[src/sv/fdm_name_ram.sv]
// Byte-wide name memory: one write port, one registered read port.
// Depends on nothing; used for the target name and the long name store.
module fdm_name_ram #(
  parameter int DEPTH = 255,
  parameter int AW    = 8
) (
  input  logic          clk_i,
  input  logic          we_i,
  input  logic [AW-1:0] waddr_i,
  input  logic [7:0]    wdata_i,
  input  logic [AW-1:0] raddr_i,
  output logic [7:0]    rdata_o
);
  logic [7:0] mem [DEPTH];
  logic [7:0] rdata_q;

  always_ff @(posedge clk_i) begin
    if (we_i) mem[waddr_i] <= wdata_i;
    rdata_q <= mem[raddr_i];
  end

  assign rdata_o = rdata_q;
endmodule

[config.mk]
export PLATFORM = sky130hd
export DESIGN_NAME = fdm_name_ram
export DESIGN_NICKNAME = d
export VERILOG_FILES = /design/src/sv/fdm_name_ram.sv
export SDC_FILE = /design/constraint.sdc
export NUM_CORES = 2
export LEC_CHECK = 0
export BUFFER_PORTS_ARGS = -buffer_cell sky130_fd_sc_hd__buf_2
export CORE_UTILIZATION = 50
export CTS_BUF_LIST = sky130_fd_sc_hd__clkbuf_4 sky130_fd_sc_hd__clkbuf_8
export DETAILED_ROUTE_END_ITERATION = 10
export PLACE_DENSITY = 0.69
export REMOVE_ABC_BUFFERS = 1
export SYNTH_ARGS = -nofsm -noshare
export SYNTH_HDL_FRONTEND = slang
export SYNTH_SLANG_ARGS = --single-unit
[constraint.sdc]
create_clock -name clk_i -period 7.1 [get_ports clk_i]
set_input_delay 1.065 -clock clk_i [delete_from_list [all_inputs] [get_ports clk_i]]
set_output_delay 1.065 -clock clk_i [all_outputs]
set_load 0.03 [all_outputs]
## After elaboration in Yosys (flattened, before gate mapping)

Memory sizes are Yosys's and may differ from the RTL's. A register that Yosys moved wholly into a read port is not among the register bits.
Index checks and enable logic that the tools add are counted.

- Memories: 1
- Flip-flop bits (word level): 0
- Bits in writable memories: 2040
- Word-level logic and storage cells: 3
- Output and inout port bits: 8

- Muxes and demuxes: 2

Memories:

| name | words | width | rd ports | clocked after memory_dff | wr ports | RTL line | text |
|---|---|---|---|---|---|---|---|
| mem | 255 | 8 | 1 | 1 | 1 | 14 | `logic [7:0] mem [DEPTH];` |

Operators with widths:

| operator | count |
|---|---|
| $mux W1 | 2 |

## Longest topological paths before layout

- Depth in word-level cells: 2
- Depth in mapped cells: 14

## Least setup slack after synthesis

No wires, ideal clock.

- Kind: input port to flip-flop
- Start: input port raddr_i[0]
- End: register rdata_q[2] (netlist: rdata_o[2]) (read register of mem)
- Buffers on the path: 4
- Required time: 6.973 ns
- Setup time: 0.127 ns
- Stages: 10
- Setup slack: 3.959 ns
- Data arrival time: 3.014 ns
- Path through: buf_6 > buf_12 > buf_12 > buf_6 > mux4_1 > mux4_2 > a22oi_1 > nand2_1 > nor3_2 > o32ai_1

RTL lines:

| element | RTL line | text |
|---|---|---|
| start, declared | 11 | `input logic [AW-1:0] raddr_i,` |
| end, declared | 15 | `logic [7:0] rdata_q;` |

==> flow_metrics.env <==
export IMPL_vias=41134
export IMPL_ir_worst_vdd_uv=214
export IMPL_initial_core_util=0.506
export IMPL_hold_depth=1
export IMPL_area_delta_synth_final_pct=10.1
export IMPL_drt_iter0_drc=5513
export IMPL_worst_setup_path_start_kind="input pin"
export IMPL_ys_warn_count=0
export IMPL_grt_overflow=0
export IMPL_postRouteAntennaNets=0
export IMPL_htree_num_levels=5
export IMPL_cts_resized=0
export IMPL_drc=0
export IMPL_fin_crit_sh=0.600
export IMPL_end_kind="flip-flop"
export IMPL_multi_input_area_mm2=0.0173
export IMPL_fill_cells=11842
export IMPL_max_slew_worst_pin_slew_ps=1300
export IMPL_worstHoldStart="wdata_i[3]"
export IMPL_core_mm2=0.159
export IMPL_fmax_mhz=235
export IMPL_cp_arrival_ps=5170
export IMPL_max_cap_viol_count=0
export IMPL_rsz0062_at_grt="no"
export IMPL_grt_max_degree=216
export IMPL_rows=146
export IMPL_holdCritPathClass="input pin to flip-flop"
export IMPL_dr_pass1_iters=6
export IMPL_synthFlopType="edfxtp_1"
export IMPL_layout_nets=4136
export IMPL_reg2regPathDepth=6
export IMPL_grtUsageTotal=0.253
export IMPL_numCtsBuffers=340
export IMPL_clkTransAtPathRegs_ps=60
export IMPL_cts_tree="done"
export IMPL_synth_seq_area_share=0.763
export IMPL_synth_most_common_cell="edfxtp_1"
export IMPL_die_h_um=403
export IMPL_r2r_slack_ps=4230
export IMPL_synth_largest_area_cell="edfxtp_1"
export IMPL_final_cells=6488
export IMPL_worstHoldEndpoint="mem[218][3]"
export IMPL_netlist_area_leader_share=0.761
export IMPL_path_class="input pin to flip-flop"
export IMPL_crit_fanout=107
export IMPL_slew_headroom=0.132
export IMPL_yosysUniqueCellTypes=67
export IMPL_hold_viol=0
export IMPL_clockBufferDepth=4
export IMPL_tns_ps=0
export IMPL_slowest_stage="nor4_1"
export IMPL_synth_edf_count=2040
export IMPL_gp_congestion=0.868
export IMPL_yosys_top_cells_area="edfxtp_1 76%, mux4_2 11%, mux2i_1 2.4%"
export IMPL_r2r_start="mem[217][2]"
export IMPL_finClkSkew_ps=83.0
export IMPL_clock_latency_ps=1000
export IMPL_avgSynthCellArea_um2=20.6
export IMPL_final_core_util=0.557
export IMPL_critical_path_required_ps=8010
export IMPL_synth_seq_cells=2048
export IMPL_detail_route_wl_per_cell_um=31.6
export IMPL_grt_pass1_vias=40831
export IMPL_timing_critical_path_mode_cell="nand2_1"
export IMPL_slew_viol_final=0
export IMPL_dieArea_mm2=0.163
export IMPL_regArea_mm2=0.0614
export IMPL_finalSetupViolations=0
export IMPL_cts_setup_buffers=0
export IMPL_crit_chain="buf_8, buf_12, buf_4, mux4_2, nand2_1, nand3_1, nand2_1, nor4_1, o2111ai_1, o31ai_1"
export IMPL_viasPerCell=6.34
export IMPL_drive_gt1_frac=0.234
export IMPL_pin_count=34
export IMPL_cts_root_buf="clkbuf_8"
export IMPL_cts_sinks=2048
export IMPL_p_leak_nw=27.9
export IMPL_grt_pass1_wl_mm=293
export IMPL_dp_cells=5914
export IMPL_hold_buffers=0
export IMPL_worstReg2RegEnd="rdata_o[2]"
export IMPL_routed_wl_mm=205
export IMPL_synthTopCellsByCount="2040 x edfxtp_1, 382 x mux4_2, 305 x nor2_1"
export IMPL_outcome="finished, final reports clean"
export IMPL_detailed_place_hpwl_mm=120
export IMPL_antenna_found_initial=15
export IMPL_async_flop_share=0
export IMPL_total_power_w=0.0243
export IMPL_syn_area_mm2=0.0805
export IMPL_critPathMaxStageDelay_ps=870
export IMPL_die_x_um=403
export IMPL_period_needed_ps=4260
export IMPL_powerDensity_mw_per_mm2=274
export IMPL_syn_inst=3910
export IMPL_crit_start="raddr_i[2]"
export IMPL_port_buffers=33
[kinds of logic after synthesis]
family,Yosys count,share of synthesized area
AO/OA/AOI/OAI,341,0.0295
buffers and inverters,249,0.0224
flip-flops,2048,0.763
multiplexers,641,0.151
AND/OR/NAND/NOR,631,0.0336
[sequential cells by signal, summed over array words and instances (netlist names)]
register / count
mem: 2040
rdata_o: 8
[cell usage in the layout (no fill, tap or decap), types with 43 or more instances in the layout]
cell	count
clkinv_1	65
o221ai_1	60
buf_4	56
clkbuf_4	116
mux4_2	382
mux2i_1	191
nand2_1	160
edfxtp_1	2040
o22ai_1	57
mux4_1	60
nor2_1	305
nand3_1	43
clkbuf_8	360
a21oi_1	68
[cell type report]
class / count / share of cell area
inverter: 6 / 0.000311
tap: 2146 / 0.0303
antenna: 9 / 0.000254
multi-input combinational: 1613 / 0.196
clock inverter: 97 / 0.00530
timing repair buffer: 101 / 0.0106
sequential: 2048 / 0.693
clock buffer: 468 / 0.0645
[layer usage]
layer,wire (µm),GRT usage,part of all wire
met5,37,0,0.00018
met4,6490,0.0858,0.032
met3,21600,0.0578,0.11
met2,96200,0.389,0.47
met1,81000,0.359,0.39
[metrics by stage]
step / area (µm²) / setup WS (ps) / hold slack, ps
2_1_floorplan: 78700 / 2860 / 782
3_3_place_gp: 82400 / 1920 / 994
4_1_cts: 88600 / 3050 / 470
3_5_place_dp: 82400 / 1980 / 1010
6_report: 88600 / 2840 / 554
5_1_grt: 88600 / 2920 / 509
[worst max-delay path: cells and delay by family]
family / cells / cell delay [ps]
buffers and inverters: 3 / 1500
and+or+nand+nor: 4 / 1210
AOI/OAI and AO/OA: 2 / 880
muxes: 1 / 280
[where the power goes]
part,switching (W),internal (W)
sequential,0.0000220,0.0133
clock,0.00448,0.00523
combinational,0.000857,0.000397
[how the worst max path moves through the flow]
stage                      end  slack, ps  depth (start not counted)
detailed placement  rdata_o[3]       1980                         10
floorplan           rdata_o[2]       2860                          5
finish              rdata_o[3]       2840                         10
global route        rdata_o[3]       2920                         10
global placement    rdata_o[3]       1920                         10
CTS                 rdata_o[3]       3050                         10
No activity file was read; power rests on OpenSTA's default activity.
